===== src/hw/rtl/nmea_sentence_framer_checker_top_defines.svh =====
// Assertion macros shared by the sentence framer RTL.
// Included by the modules that carry concurrent assertions; no other dependencies.
`ifndef NMEA_SENTENCE_FRAMER_CHECKER_TOP_DEFINES_SVH
`define NMEA_SENTENCE_FRAMER_CHECKER_TOP_DEFINES_SVH

// Checked on every rising edge of aclk while reset is released.
`define NFC_ASSERT(lbl, prop, msg) \
    lbl: assert property (@(posedge aclk) disable iff (!aresetn) prop) else $error(msg);

// Checked on every rising edge of aclk, reset included.
`define NFC_ASSERT_ALWAYS(lbl, prop, msg) \
    lbl: assert property (@(posedge aclk) prop) else $error(msg);

`endif


===== src/hw/rtl/nfc_pkg.sv =====
// Shared types, codes and helper functions of the NMEA sentence framer.
// No dependencies; imported by every module of the block.
`timescale 1ns / 1ps

package nfc_pkg;

    // Register map (word indices, taken from paddr[3:2]).
    localparam int unsigned ADDR_W = 4;
    localparam logic [1:0] REG_START_CHAR = 2'd0;
    localparam logic [1:0] REG_END_PAIR   = 2'd1;
    localparam logic [1:0] REG_MAX_LENGTH = 2'd2;

    localparam logic [7:0]  START_CHAR_RST = 8'd36;
    localparam logic [15:0] END_PAIR_RST   = 16'd3338;
    localparam logic [7:0]  MAX_LENGTH_RST = 8'd100;

    // Result status codes.
    localparam logic [1:0] ST_MATCH    = 2'd0;
    localparam logic [1:0] ST_MISMATCH = 2'd1;
    localparam logic [1:0] ST_OVERLEN  = 2'd2;

    // Sentence type codes.
    localparam logic [2:0] TYPE_OTHER = 3'd0;
    localparam logic [2:0] TYPE_GPRMC = 3'd1;
    localparam logic [2:0] TYPE_GPHDT = 3'd2;
    localparam logic [2:0] TYPE_PRDID = 3'd3;
    localparam logic [2:0] TYPE_PSBGI = 3'd4;

    // Checksum collection phases.
    localparam logic [1:0] STAR_NONE = 2'd0;
    localparam logic [1:0] STAR_HI   = 2'd1;
    localparam logic [1:0] STAR_LO   = 2'd2;
    localparam logic [1:0] STAR_DONE = 2'd3;

    localparam logic [7:0] CH_DOLLAR = 8'h24;
    localparam logic [7:0] CH_STAR   = 8'h2A;
    localparam logic [7:0] CH_COMMA  = 8'h2C;
    localparam logic [7:0] CH_A      = 8'h41;

    localparam int unsigned NUM_TYPES = 4;
    localparam int unsigned NAME_LEN  = 5;

    // Talker plus sentence names, one row per candidate bit.
    localparam logic [7:0] TYPE_NAMES [NUM_TYPES][NAME_LEN] = '{
        '{8'h47, 8'h50, 8'h52, 8'h4D, 8'h43},
        '{8'h47, 8'h50, 8'h48, 8'h44, 8'h54},
        '{8'h50, 8'h52, 8'h44, 8'h49, 8'h44},
        '{8'h50, 8'h53, 8'h42, 8'h47, 8'h49}
    };

    typedef struct packed {
        logic [7:0]  start_char;
        logic [15:0] end_pair;
        logic [7:0]  max_length;
    } cfg_t;

    typedef struct packed {
        logic       valid;
        logic [1:0] status;
        logic [2:0] sentence_type;
        logic       fix_valid;
        logic [7:0] sentence_length;
    } res_t;

    // Hex digit conversion with no range check, modulo 256.
    function automatic logic [7:0] hex_digit(input logic [7:0] c);
        return (c >= CH_A) ? (c - 8'd55) : (c - 8'd48);
    endfunction

endpackage


===== src/hw/rtl/nmea_sentence_framer_checker_top.sv =====
// Top level of the NMEA 0183 sentence framer and checksum checker.
// Depends on nfc_pkg, nfc_cfg_regs, nfc_parse_core and the assertion macros header.
`timescale 1ns / 1ps
`include "nmea_sentence_framer_checker_top_defines.svh"

// The block takes one received byte per input beat and returns one result beat
// per finished sentence: a sentence ends on the configured end pair, or is
// dropped with status 2 once its character count reaches max_length. A byte is
// taken every clock cycle while s_ready is high; all framing, checksum and type state
// is updated by one pass of logic from the byte and the state registers, so throughput
// is then one byte per cycle and a result shows on the m_ ports in the cycle after the
// closing byte if the output register is free or read. Results pass through an output
// register backed by a one-entry skid register, so s_ready stays high while a single
// result waits on m_ready and only drops once both entries hold a result. Configuration
// is written through the APB port at byte addresses 0 (start_char), 4 (end_pair) and 8
// (max_length) and should only change while the block is idle.

module nmea_sentence_framer_checker_top
    import nfc_pkg::*;
(
    input  logic              aclk,
    input  logic              aresetn,

    input  logic              psel,
    input  logic              penable,
    input  logic              pwrite,
    input  logic [ADDR_W-1:0] paddr,
    input  logic [31:0]       pwdata,
    output logic [31:0]       prdata,
    output logic              pready,

    input  logic              s_valid,
    output logic              s_ready,
    input  logic [7:0]        s_byte_in,

    output logic              m_valid,
    input  logic              m_ready,
    output logic [1:0]        m_status,
    output logic [2:0]        m_sentence_type,
    output logic              m_fix_valid,
    output logic [7:0]        m_sentence_length
);

    cfg_t cfg;
    res_t res;
    res_t out_reg;
    res_t skid_reg;
    logic in_accept;
    logic pop;

    nfc_cfg_regs u_cfg (
        .aclk    (aclk),
        .aresetn (aresetn),
        .psel    (psel),
        .penable (penable),
        .pwrite  (pwrite),
        .paddr   (paddr),
        .pwdata  (pwdata),
        .prdata  (prdata),
        .pready  (pready),
        .cfg     (cfg)
    );

    // Input beats are refused only when both result slots are occupied.
    assign s_ready   = !skid_reg.valid;
    assign in_accept = s_valid && s_ready;

    nfc_parse_core u_core (
        .aclk      (aclk),
        .aresetn   (aresetn),
        .cfg       (cfg),
        .in_accept (in_accept),
        .byte_in   (s_byte_in),
        .res       (res)
    );

    assign pop = out_reg.valid && m_ready;

    // The output register is refilled from the skid register first; a new
    // result lands in the skid register only when the output slot stays busy.
    always_ff @(posedge aclk) begin
        if (!aresetn) begin
            out_reg.valid  <= 1'b0;
            skid_reg.valid <= 1'b0;
        end else begin
            if (skid_reg.valid) begin
                if (pop) begin
                    out_reg        <= skid_reg;
                    skid_reg.valid <= 1'b0;
                end
            end else if (res.valid) begin
                if (!out_reg.valid || pop) begin
                    out_reg <= res;
                end else begin
                    skid_reg <= res;
                end
            end else if (pop) begin
                out_reg.valid <= 1'b0;
            end
        end
    end

    assign m_valid           = out_reg.valid;
    assign m_status          = out_reg.status;
    assign m_sentence_type   = out_reg.sentence_type;
    assign m_fix_valid       = out_reg.fix_valid;
    assign m_sentence_length = out_reg.sentence_length;

    // The skid slot only fills behind a waiting output beat.
    `NFC_ASSERT(a_skid_behind_out, skid_reg.valid |-> out_reg.valid, "skid full while output empty")
    // Discarded sentences carry no type and no fix.
    `NFC_ASSERT(a_overlen_fields, (m_valid && m_status == ST_OVERLEN) |-> (m_sentence_type == TYPE_OTHER && !m_fix_valid), "overlength result with type or fix")
    // A fix is only reported for a recognized GPRMC sentence.
    `NFC_ASSERT(a_fix_gprmc, (m_valid && m_fix_valid) |-> m_sentence_type == TYPE_GPRMC, "fix_valid on non-GPRMC sentence")
    // Reset empties both result slots.
    `NFC_ASSERT_ALWAYS(a_reset_empty, !aresetn |=> (!m_valid && s_ready), "result slots not empty after reset")

endmodule


===== src/hw/rtl/nfc_cfg_regs.sv =====
// APB-style configuration register file of the sentence framer.
// Depends on nfc_pkg for the register map and the cfg_t type.
`timescale 1ns / 1ps

module nfc_cfg_regs
    import nfc_pkg::*;
(
    input  logic              aclk,
    input  logic              aresetn,
    input  logic              psel,
    input  logic              penable,
    input  logic              pwrite,
    input  logic [ADDR_W-1:0] paddr,
    input  logic [31:0]       pwdata,
    output logic [31:0]       prdata,
    output logic              pready,
    output cfg_t              cfg
);

    cfg_t       cfg_reg;
    logic       wr_en;
    logic [1:0] reg_idx;

    assign pready  = 1'b1;
    assign reg_idx = paddr[3:2];
    assign wr_en   = psel & penable & pwrite & pready;
    assign cfg     = cfg_reg;

    always_ff @(posedge aclk) begin
        if (!aresetn) begin
            cfg_reg.start_char <= START_CHAR_RST;
            cfg_reg.end_pair   <= END_PAIR_RST;
            cfg_reg.max_length <= MAX_LENGTH_RST;
        end else if (wr_en) begin
            case (reg_idx)
                REG_START_CHAR: cfg_reg.start_char <= pwdata[7:0];
                REG_END_PAIR:   cfg_reg.end_pair   <= pwdata[15:0];
                REG_MAX_LENGTH: cfg_reg.max_length <= pwdata[7:0];
                default: ;
            endcase
        end
    end

    always_comb begin
        case (reg_idx)
            REG_START_CHAR: prdata = {24'd0, cfg_reg.start_char};
            REG_END_PAIR:   prdata = {16'd0, cfg_reg.end_pair};
            REG_MAX_LENGTH: prdata = {24'd0, cfg_reg.max_length};
            default:        prdata = 32'd0;
        endcase
    end

endmodule


===== src/hw/rtl/nfc_parse_core.sv =====
// Per-byte framing, checksum and sentence-type state of the framer.
// Depends on nfc_pkg and on the assertion macros header.
`timescale 1ns / 1ps
`include "nmea_sentence_framer_checker_top_defines.svh"

module nfc_parse_core
    import nfc_pkg::*;
(
    input  logic       aclk,
    input  logic       aresetn,
    input  cfg_t       cfg,
    input  logic       in_accept,
    input  logic [7:0] byte_in,
    output res_t       res
);

    logic       in_sentence_reg, in_sentence_next;
    logic [7:0] char_count_reg, char_count_next;
    logic [7:0] running_xor_reg, running_xor_next;
    logic [1:0] star_phase_reg, star_phase_next;
    logic [7:0] received_sum_reg, received_sum_next;
    logic       prev_end_reg, prev_end_next;
    logic [3:0] field_number_reg, field_number_next;
    logic [3:0] type_cand_reg, type_cand_next;
    logic [1:0] status_chars_reg, status_chars_next;
    logic       status_is_a_reg, status_is_a_next;
    res_t       res_next;

    always_comb begin
        logic [7:0] pos;
        logic [2:0] name_idx;
        logic       ended;
        logic [2:0] stype;
        logic [7:0] digit;

        in_sentence_next  = in_sentence_reg;
        char_count_next   = char_count_reg;
        running_xor_next  = running_xor_reg;
        star_phase_next   = star_phase_reg;
        received_sum_next = received_sum_reg;
        prev_end_next     = prev_end_reg;
        field_number_next = field_number_reg;
        type_cand_next    = type_cand_reg;
        status_chars_next = status_chars_reg;
        status_is_a_next  = status_is_a_reg;
        res_next          = '0;
        pos               = char_count_reg;
        name_idx          = pos[2:0] - 3'd1;
        ended             = 1'b0;
        stype             = TYPE_OTHER;
        digit             = hex_digit(byte_in);

        if (!in_sentence_reg) begin
            if (byte_in == cfg.start_char) begin
                in_sentence_next  = 1'b1;
                char_count_next   = 8'd1;
                running_xor_next  = 8'd0;
                star_phase_next   = STAR_NONE;
                received_sum_next = 8'd0;
                prev_end_next     = 1'b0;
                field_number_next = 4'd0;
                type_cand_next    = (byte_in == CH_DOLLAR) ? 4'hF : 4'h0;
                status_chars_next = 2'd0;
                status_is_a_next  = 1'b0;
            end
        end else begin
            if (char_count_reg != 8'hFF) begin
                char_count_next = char_count_reg + 8'd1;
            end

            case (star_phase_reg)
                STAR_NONE: begin
                    if (byte_in == CH_STAR) begin
                        star_phase_next = STAR_HI;
                    end else begin
                        running_xor_next = running_xor_reg ^ byte_in;
                    end
                end
                STAR_HI: begin
                    received_sum_next = {digit[3:0], 4'd0};
                    star_phase_next   = STAR_LO;
                end
                STAR_LO: begin
                    received_sum_next = received_sum_reg + digit;
                    star_phase_next   = STAR_DONE;
                end
                default: ;
            endcase

            // Type name lives in bytes one to five and a comma must follow.
            if (pos >= 8'd1 && pos <= 8'd5) begin
                for (int k = 0; k < NUM_TYPES; k++) begin
                    if (byte_in != TYPE_NAMES[k][name_idx]) begin
                        type_cand_next[k] = 1'b0;
                    end
                end
            end else if (pos == 8'd6 && byte_in != CH_COMMA) begin
                type_cand_next = 4'h0;
            end

            if (byte_in == CH_COMMA) begin
                if (field_number_reg == 4'd2) begin
                    status_is_a_next = status_is_a_reg && (status_chars_reg == 2'd1);
                end
                if (field_number_reg != 4'd15) begin
                    field_number_next = field_number_reg + 4'd1;
                end
            end else if (field_number_reg == 4'd2) begin
                if (status_chars_reg == 2'd0) begin
                    status_is_a_next = (byte_in == CH_A);
                end
                if (status_chars_reg != 2'd3) begin
                    status_chars_next = status_chars_reg + 2'd1;
                end
            end

            ended         = prev_end_reg && (byte_in == cfg.end_pair[7:0]);
            prev_end_next = (byte_in == cfg.end_pair[15:8]);

            if (field_number_next != 4'd0) begin
                if (type_cand_next[0]) begin
                    stype = TYPE_GPRMC;
                end else if (type_cand_next[1]) begin
                    stype = TYPE_GPHDT;
                end else if (type_cand_next[2]) begin
                    stype = TYPE_PRDID;
                end else if (type_cand_next[3]) begin
                    stype = TYPE_PSBGI;
                end
            end

            if (ended) begin
                res_next.valid  = 1'b1;
                res_next.status = (star_phase_next == STAR_DONE
                                   && received_sum_next == running_xor_next)
                                  ? ST_MATCH : ST_MISMATCH;
                res_next.sentence_type   = stype;
                res_next.fix_valid       = (stype == TYPE_GPRMC)
                                           && (field_number_next >= 4'd3)
                                           && status_is_a_next;
                res_next.sentence_length = char_count_next;
                in_sentence_next         = 1'b0;
            end else if (char_count_next >= cfg.max_length) begin
                res_next.valid           = 1'b1;
                res_next.status          = ST_OVERLEN;
                res_next.sentence_type   = TYPE_OTHER;
                res_next.fix_valid       = 1'b0;
                res_next.sentence_length = char_count_next;
                in_sentence_next         = 1'b0;
            end
        end
    end

    assign res       = res_next & {$bits(res_t){in_accept}};

    always_ff @(posedge aclk) begin
        if (!aresetn) begin
            in_sentence_reg  <= 1'b0;
            char_count_reg   <= 8'd0;
            running_xor_reg  <= 8'd0;
            star_phase_reg   <= STAR_NONE;
            received_sum_reg <= 8'd0;
            prev_end_reg     <= 1'b0;
            field_number_reg <= 4'd0;
            type_cand_reg    <= 4'h0;
            status_chars_reg <= 2'd0;
            status_is_a_reg  <= 1'b0;
        end else if (in_accept) begin
            in_sentence_reg  <= in_sentence_next;
            char_count_reg   <= char_count_next;
            running_xor_reg  <= running_xor_next;
            star_phase_reg   <= star_phase_next;
            received_sum_reg <= received_sum_next;
            prev_end_reg     <= prev_end_next;
            field_number_reg <= field_number_next;
            type_cand_reg    <= type_cand_next;
            status_chars_reg <= status_chars_next;
            status_is_a_reg  <= status_is_a_next;
        end
    end

    // Every open sentence holds at least its start byte.
    `NFC_ASSERT(a_open_count, in_sentence_reg |-> char_count_reg != 8'd0, "open sentence with zero count")
    // A reported sentence is closed by the same beat.
    `NFC_ASSERT(a_result_closes, res.valid |=> !in_sentence_reg, "sentence still open after result")

endmodule

===== config.mk =====
export PLATFORM = sky130hd
export DESIGN_NAME = nmea_sentence_framer_checker_top
export DESIGN_NICKNAME = d
export VERILOG_FILES = /design/src/hw/rtl/nfc_pkg.sv /design/src/hw/rtl/nmea_sentence_framer_checker_top.sv /design/src/hw/rtl/nfc_cfg_regs.sv /design/src/hw/rtl/nfc_parse_core.sv
export VERILOG_INCLUDE_DIRS = /design/src /design/src/hw/rtl
export SDC_FILE = /design/constraint.sdc
export NUM_CORES = 1
export LEC_CHECK = 0
export BUFFER_PORTS_ARGS = -buffer_cell sky130_fd_sc_hd__clkbuf_2
export CAP_MARGIN = 20
export CORE_MARGIN = 2
export CORE_UTILIZATION = 58
export DETAILED_ROUTE_END_ITERATION = 10
export HOLD_SLACK_MARGIN = 0.1
export PLACE_DENSITY = 0.83
export SLEW_MARGIN = 15
export SYNTH_ARGS = -nofsm -noshare
export SYNTH_HDL_FRONTEND = slang
export SYNTH_SLANG_ARGS = --single-unit

===== constraint.sdc =====
create_clock -name aclk -period 5.1 [get_ports aclk]
set_clock_uncertainty 0.15 [all_clocks]
set_input_delay 1.02 -clock aclk [delete_from_list [all_inputs] [get_ports aclk]]
set_output_delay 1.02 -clock aclk [all_outputs]
set_load 0.005 [all_outputs]

==> summary.md, run 1 <==
| Metric | Value |
|---|---|
| Status | finished clean |
| R2r setup slk | between 600 and 700 ps |
| Core footprint | ~11,000 µm² |
| Vias/cell | 6.00 |
| Final core occ | between 60% and 70% |
| Vias in the first global route | approximately 5,700 |
| Leak | between 3 and 4 nW |
| Crit-path slowest cell | or3_1 |
| Hold Vio Cnt, Final | 0 |
| PnR Total Power | 0.00166 W |
| Cell with the most instances after synthesis | nand2_1 |
| Clk slew on worst S/H paths | 70 ps |
| DP HPWL | 12.2 mm |
| Layout area overhead | 10.1% |
| Min Tclk post-route | 4490 ps |
| Die area | 12,600 µm² |
| Worst setup EP type | flop |
| Final period utilization | roughly 88% |
| Busiest grt layer | met2 |
| Post-synth EDFFs | 28 |
| GR Util met3 | ~3.5% |
| CTS tree | done |
| Setup TNS | 0 ps |
| Slowest stage delay, CP | around 400 ps |
| Synth cell count leaders | 109 x nand2_1, 73 x dfxtp_1, 69 x nor2_1 |
| Synth area leaders | dfxtp_1 21%, edfxtp_1 12%, ha_1 7.2%, nand2_1 6.0%, a21oi_1 4.5% |
| Setup Fix Bufs, Post-CTS | 0 |
| Worst EP arrival | between 4000 and 5000 ps |
| Worst Hold Launch | u_core.status_is_a_reg |
| GRT Total Usage | a little over a quarter |
| Initial antenna violation count | 0 |
| RSZ-0062 raised after global routing | no |
| H-tree levels | 3 |
| Final nets | 984 |
| Clk root buf | clkbuf_16 |
| Port Buf Inserts | 64 |
| Via count | around 6,200 |
| Pwr Density | 222 nW/µm² |
| Routability cong. | between 0.9 and 1 |
| Flop and latch count out of synthesis | ~100 |
| Avg WL per Cell | 16.4 µm |
| Drt pass-1 iters | 6 |
| Max Cap Viol | 0 |
| Maximum vdd drop | between 0.15 and 0.2 mV |
| Routing usage on met2 | 43.5% |
| Clock Sinks | ~100 |
| Yosys cell types | 77 |
| Top_reg_cell synth | dfxtp_1 |
| Critical register-to-register path endpoint | m_sentence_length[3] |
| Fin. max-slew vios | 0 |
| Crit-path max FO | 6 |
| Total CTS buffers | 9 |
| Max reg flops | 32 |
| Synth top area share | between 20% and 30% |
| Crit-path cells | clkbuf_2, inv_1, ha_1, nor2b_1, a21oi_2, nand2_1, xnor2_1, ha_1, a2111o_1, a21o_1, a21o_1, and4_1, or3_1, a221oi_1, nand3_1 |
| Die span in x | 112 µm |
| Pin count of the biggest net entering global routing | 57 |
| IO Pins | 100 |
| Remaining DRCs | 0 |
| Worst Hold End | u_core.status_is_a_reg |
| Clock Tree Buf Depth | 2 |
| Share of cells above drive strength 1 | 12.8% |
| WP data required | just over 5000 ps |
| Asr flop ratio synth | 0% |
| Rel. slew slack | between 30 and 40% |
| Hold path depth | 2 |
| Maximum clock rate | about 220 MHz |
| Setup-failing EPs final | 0 |
| RR Startpoint | u_core.char_count_reg[0] |
| FF-to-FF path depth | 14 |
| Hold-fix buffers at CTS | 0 |
| Leading area contributor after synthesis | dfxtp_1 |
| Cells after synthesis | about 850 |
| Diode count | 0 |
| First-pass GRT wire length | 28.1 mm |
| Antenna viol nets, final | 0 |
| Starting density of the core | approximately 60% |
| Post_cts resized | 0 |
| Clk_lat worst skew | between 300 and 400 ps |
| Sequential area share after synthesis | between 30 and 40% |
| Worst Max-Slew Pin Slew | roughly 910 ps |
| Critical Setup Path Class | primary input to flop |
| Syn_area_per_cell | between 8 and 9 µm² |
| Die height | between 100 and 150 µm |
| Hold WC Path Type | flop to flop |
| Detailed router's first-iteration violation count | 536 |
| Worst setup SP type | primary input |
| Post-Route WL | around 17 mm |
| Met1 usage | between 30 and 40% |
| # rows | 39 |
| Syn. warnings | 0 |
| Gr ovfl total | 0 |
| Synthesized cell area | 6800 µm² |
## layout by cell type, fill, tap and decap left out, types with 4 or more instances in the layout
cell type,count
nand3_1,50
and2_1,13
inv_1,41
nor4_1,11
a21o_1,10
edfxtp_1,28
a21oi_1,61
mux2i_1,19
nand4_1,12
or3_1,7
and3_1,5
a22oi_1,4
buf_4,21
or2_2,4
dfxtp_1,73
nor2b_1,5
o21ai_0,53
xor2_1,20
clkbuf_16,9
a2bb2oi_1,4
nor3b_1,6
ha_1,39
o31ai_1,4
nand2b_1,4
a211oi_1,8
conb_1,17
nor3_1,15
nor2_1,69
a31oi_1,12
nand2_1,109
xnor2_1,31
clkbuf_2,64
## worst max-delay path by stage
stage,slack [ps],endpoint,startpoint,cells after the start
after floorplan,330,m_status[0],s_byte_in[1],16
after global placement,390,m_status[0],s_byte_in[1],15
after detailed placement,320,m_status[0],s_byte_in[1],15
after CTS,650,m_status[0],s_byte_in[1],15
after global routing,370,m_status[0],s_byte_in[1],15
final,610,m_status[0],s_byte_in[1],15
## per-layer routing
layer  part of all wire [%]  up-vias
met1                     45     2899
met4                    2.7        0
li1                       -     3052
met2                     46      262
met5                      0        -
met3                    7.0       33
## critical path, delay by kind of cell
kind            cells  cell delay, ps
compound gates      5            1380
simple gates        5            1040
fa+ha+maj           2             520
xor+xnor            1             260
buf+inv             2             210
## layout make-up
type,instances,area [µm²]
Clock inverter,7,63.8
Fill cell,978,3930
Inverter,42,158
Clock buffer,9,225
Sequential cell,101,2300
Multi-Input combinational cell,654,4080
Timing Repair Buffer,85,478
Tap cell,143,179
## logic make-up (layout without fill, tap and decap cells)
| logic type | after synthesis | count (layout) | share of synthesized area, % |
|---|---|---|---|
| other | 2 | 17 | 0.110 |
| and+or+nand+nor | 323 | 323 | 22.7 |
| buffers and inverters | 107 | 143 | 7.04 |
| xor gates and xnor gates | 52 | 52 | 6.81 |
| DFF | 101 | 101 | 33.8 |
| AOI/OAI and AO/OA | 202 | 202 | 19.0 |
| adders and majority gates | 40 | 40 | 7.47 |
| muxes | 20 | 20 | 3.02 |
## power by group
part	internal, W	switching, W
Combinational	0.0000604	0.000102
Sequential	0.000822	0.00000378
Clock	0.000343	0.000333
Total	0.00123	0.000439
## metrics by stage
stage               worst slack, ps  hold WS (ps)  cell area [µm²]  std cells
floorplan                       332           282             6860        862
global placement                386           288             7200       1025
detailed placement              320           310             7200       1025
CTS                             653           320             7490       1041
global route                    369           349             7490       1041
finish                          611           319             7490       1041
(Power assumes the default switching activity.)
==> run 2: changes to the inputs <==
- BUFFER_PORTS_ARGS: -buffer_cell sky130_fd_sc_hd__clkbuf_2 -> not set
- CORE_UTILIZATION: 58 -> 65
- DONT_BUFFER_PORTS: not set -> 1
==> run 2 against run 1 <==
Core utilization rose by 3.0 points. Largest cell class unchanged. Highest routed layer unchanged. Sequential share of layout area rose by 2.1 points. Critical endpoint unchanged. Cell area fell by 6.3%.
==> summary.md, run 2 (synthesis gave the netlist of run 1 again) <==
| Metric | Value |
|---|---|
| Crit-path slowest cell | or3_1 |
| Min Tclk post-route | around 4400 ps |
| Total CTS buffers | 9 |
| Most common cell after layout, fill and taps aside | nand2_1 |
| Maximum vdd drop | around 0.24 mV |
| Worst EP arrival | between 4000 and 5000 ps |
| Die span in x | approximately 110 µm |
| Fin. max-slew vios | 0 |
| Worst setup EP type | flop |
| Post_cts resized | 0 |
| Final period utilization | 87.2% |
| Maximum clock rate | ~220 MHz |
| Starting density of the core | between 60 and 70% |
| Pin count of the biggest net entering global routing | 44 |
| H-tree levels | 3 |
| Setup-failing EPs final | 0 |
| Antenna viol nets, final | 0 |
| Hold WC Path Type | flop to flop |
| Hold Vio Cnt, Final | 0 |
| Diode count | 0 |
| Die area | approximately 11,000 µm² |
| Footprint of the multi-input gates | 4090 µm² |
| IO Pins | 100 |
| Commonest cells after routing, fill and taps aside | 109 x nand2_1, 73 x dfxtp_1, 69 x nor2_1 |
| Setup TNS | 0 ps |
| RSZ-0062 raised after global routing | no |
| Avg WL per Cell | roughly 18 µm |
| Vias in the first global route | between 5,000 and 6,000 |
| # rows | 37 |
| WP data required | approximately 5100 ps |
| Slowest stage delay, CP | roughly 410 ps |
| Vias/cell | between 6 and 7 |
| Rel. slew slack | between 30 and 40% |
| Initial antenna violation count | 0 |
| Core footprint | slightly above 10,000 µm² |
| CP delay by family, top | compound AO/OA/AOI/OAI gates |
| Clk_lat worst skew | around 400 ps |
| Fillers | approximately 850 |
| Hold-fix buffers at CTS | 0 |
| Detailed router's first-iteration violation count | 607 |
| Routability cong. | between 0.9 and 1 |
| Worst setup SP type | primary input |
| Final nets | about 900 |
| Metal3 WL | 1.61 mm |
| Setup Fix Bufs, Post-CTS | 0 |
| CTS tree | done |
| Metal-1 WL | between 7 and 8 mm |
| Clock Sinks | roughly 100 |
| Gr ovfl total | 0 |
| Via count | roughly 6,100 |
| Clock Tree Buf Depth | 2 |
| GRT Total Usage | between 30% and 40% |
| Seq. cell area | approximately 2300 µm² |
| Max Cap Viol | 0 |
| Met2 WL | approximately 8.2 mm |
| Clk slew on worst S/H paths | ~100 ps |
| Critical Setup Path Class | primary input to flop |
| Pwr Density | around 220 nW/µm² |
| First-pass GRT wire length | 28.4 mm |
| Design Area, Final | roughly 7000 µm² |
| Crit-path cells | inv_1, ha_1, nor2b_1, a21oi_2, nand2_1, xnor2_1, ha_1, a2111o_1, a21o_1, a21o_1, and4_1, or3_1, a221oi_1, nand3_1 |
| Status | finished clean |
| DP HPWL | between 10 and 15 mm |
| Leak | 2.67 nW |
| Max reg flops | 32 |
| Post-Route WL | 17.6 mm |
| Worst Max-Slew Pin Slew | 1020 ps |
| Port Buf Inserts | 0 |
| Crit-path max FO | 16 |
| Layout area overhead | 3.13% |
| Clk root buf | clkbuf_8 |
| Top layer in use | met4 |
| WP buf/inv | 1 |
| Die height | about 110 µm |
| Share of cells above drive strength 1 | around 5% |
| Remaining DRCs | 0 |
| Cell Area, Placed | between 6000 and 7000 µm² |
| Drt pass-1 iters | 5 |
## run 2: cell types whose count changed in the layout (fill, tap and decap cells not counted)
cell        change
clkinvlp_2      -1
nor3b_2         +1
clkbuf_2       -64
buf_4          -12
clkbuf_8        +9
inv_6           +1
inv_8           -2
inv_1           +1
clkbuf_16       -9
clkinv_1        -1
bufinv_16       +2
nor3b_1         -1
## run 2: final cells by class
cell class | instances | share of cell area [%]
clock inverters | 7 | 1.50
inverters | 42 | 2.25
well taps | 136 | 2.43
repair buffers | 9 | 0.963
multi-input cells | 654 | 58.3
clock buffers | 9 | 1.77
flip-flops and latches | 101 | 32.8
## run 2: tightest hold or removal path, cell delays in order, from the launching register on
cell	delay [ps]
dfxtp_1	330
nand2_1	60
a21oi_1	50
## run 2: report_power, final
part           total, W  leakage (nW)  internal [W]  switching, W
Clock          0.000591         0.112      0.000284      0.000307
Sequential     0.000826         0.877      0.000822    0.00000374
Combinational  0.000114          1.68     0.0000454     0.0000686
Total           0.00153          2.67       0.00115      0.000380
## run 2: worst paths after layout
| path | to | slack, ps | startpoint | cells after the start |
|---|---|---|---|---|
| setup / recovery | m_status[0] | 650 | s_byte_in[0] | 14 |
| hold / removal | u_core.status_is_a_reg | 320 | u_core.status_is_a_reg | 2 |
| setup reg to reg | m_sentence_length[4] | 770 | u_core.char_count_reg[0] | 15 |
| hold reg to reg | u_core.status_is_a_reg | 320 | u_core.status_is_a_reg | 2 |
## run 2: metrics by stage
stage	util [%]	hold WS, ps	total power [W]	setup slack, ps	std cells
finish	68.6	323	0.00153	652	958
global route	68.6	354	0.00158	420	958
CTS	68.6	316	0.00153	736	958
detailed placement	66.3	301	0.000956	313	942
global placement	66.3	289	0.000952	392	942
floorplan	-	282	0.000959	332	862
## run 2: per-layer routing
layer | vias up | GRT usage [%]
li1 | 2913 | -
met1 | 2846 | 41.0
met2 | 304 | 51.3
met3 | 43 | 9.81
met4 | 0 | 10.3
met5 | - | 0
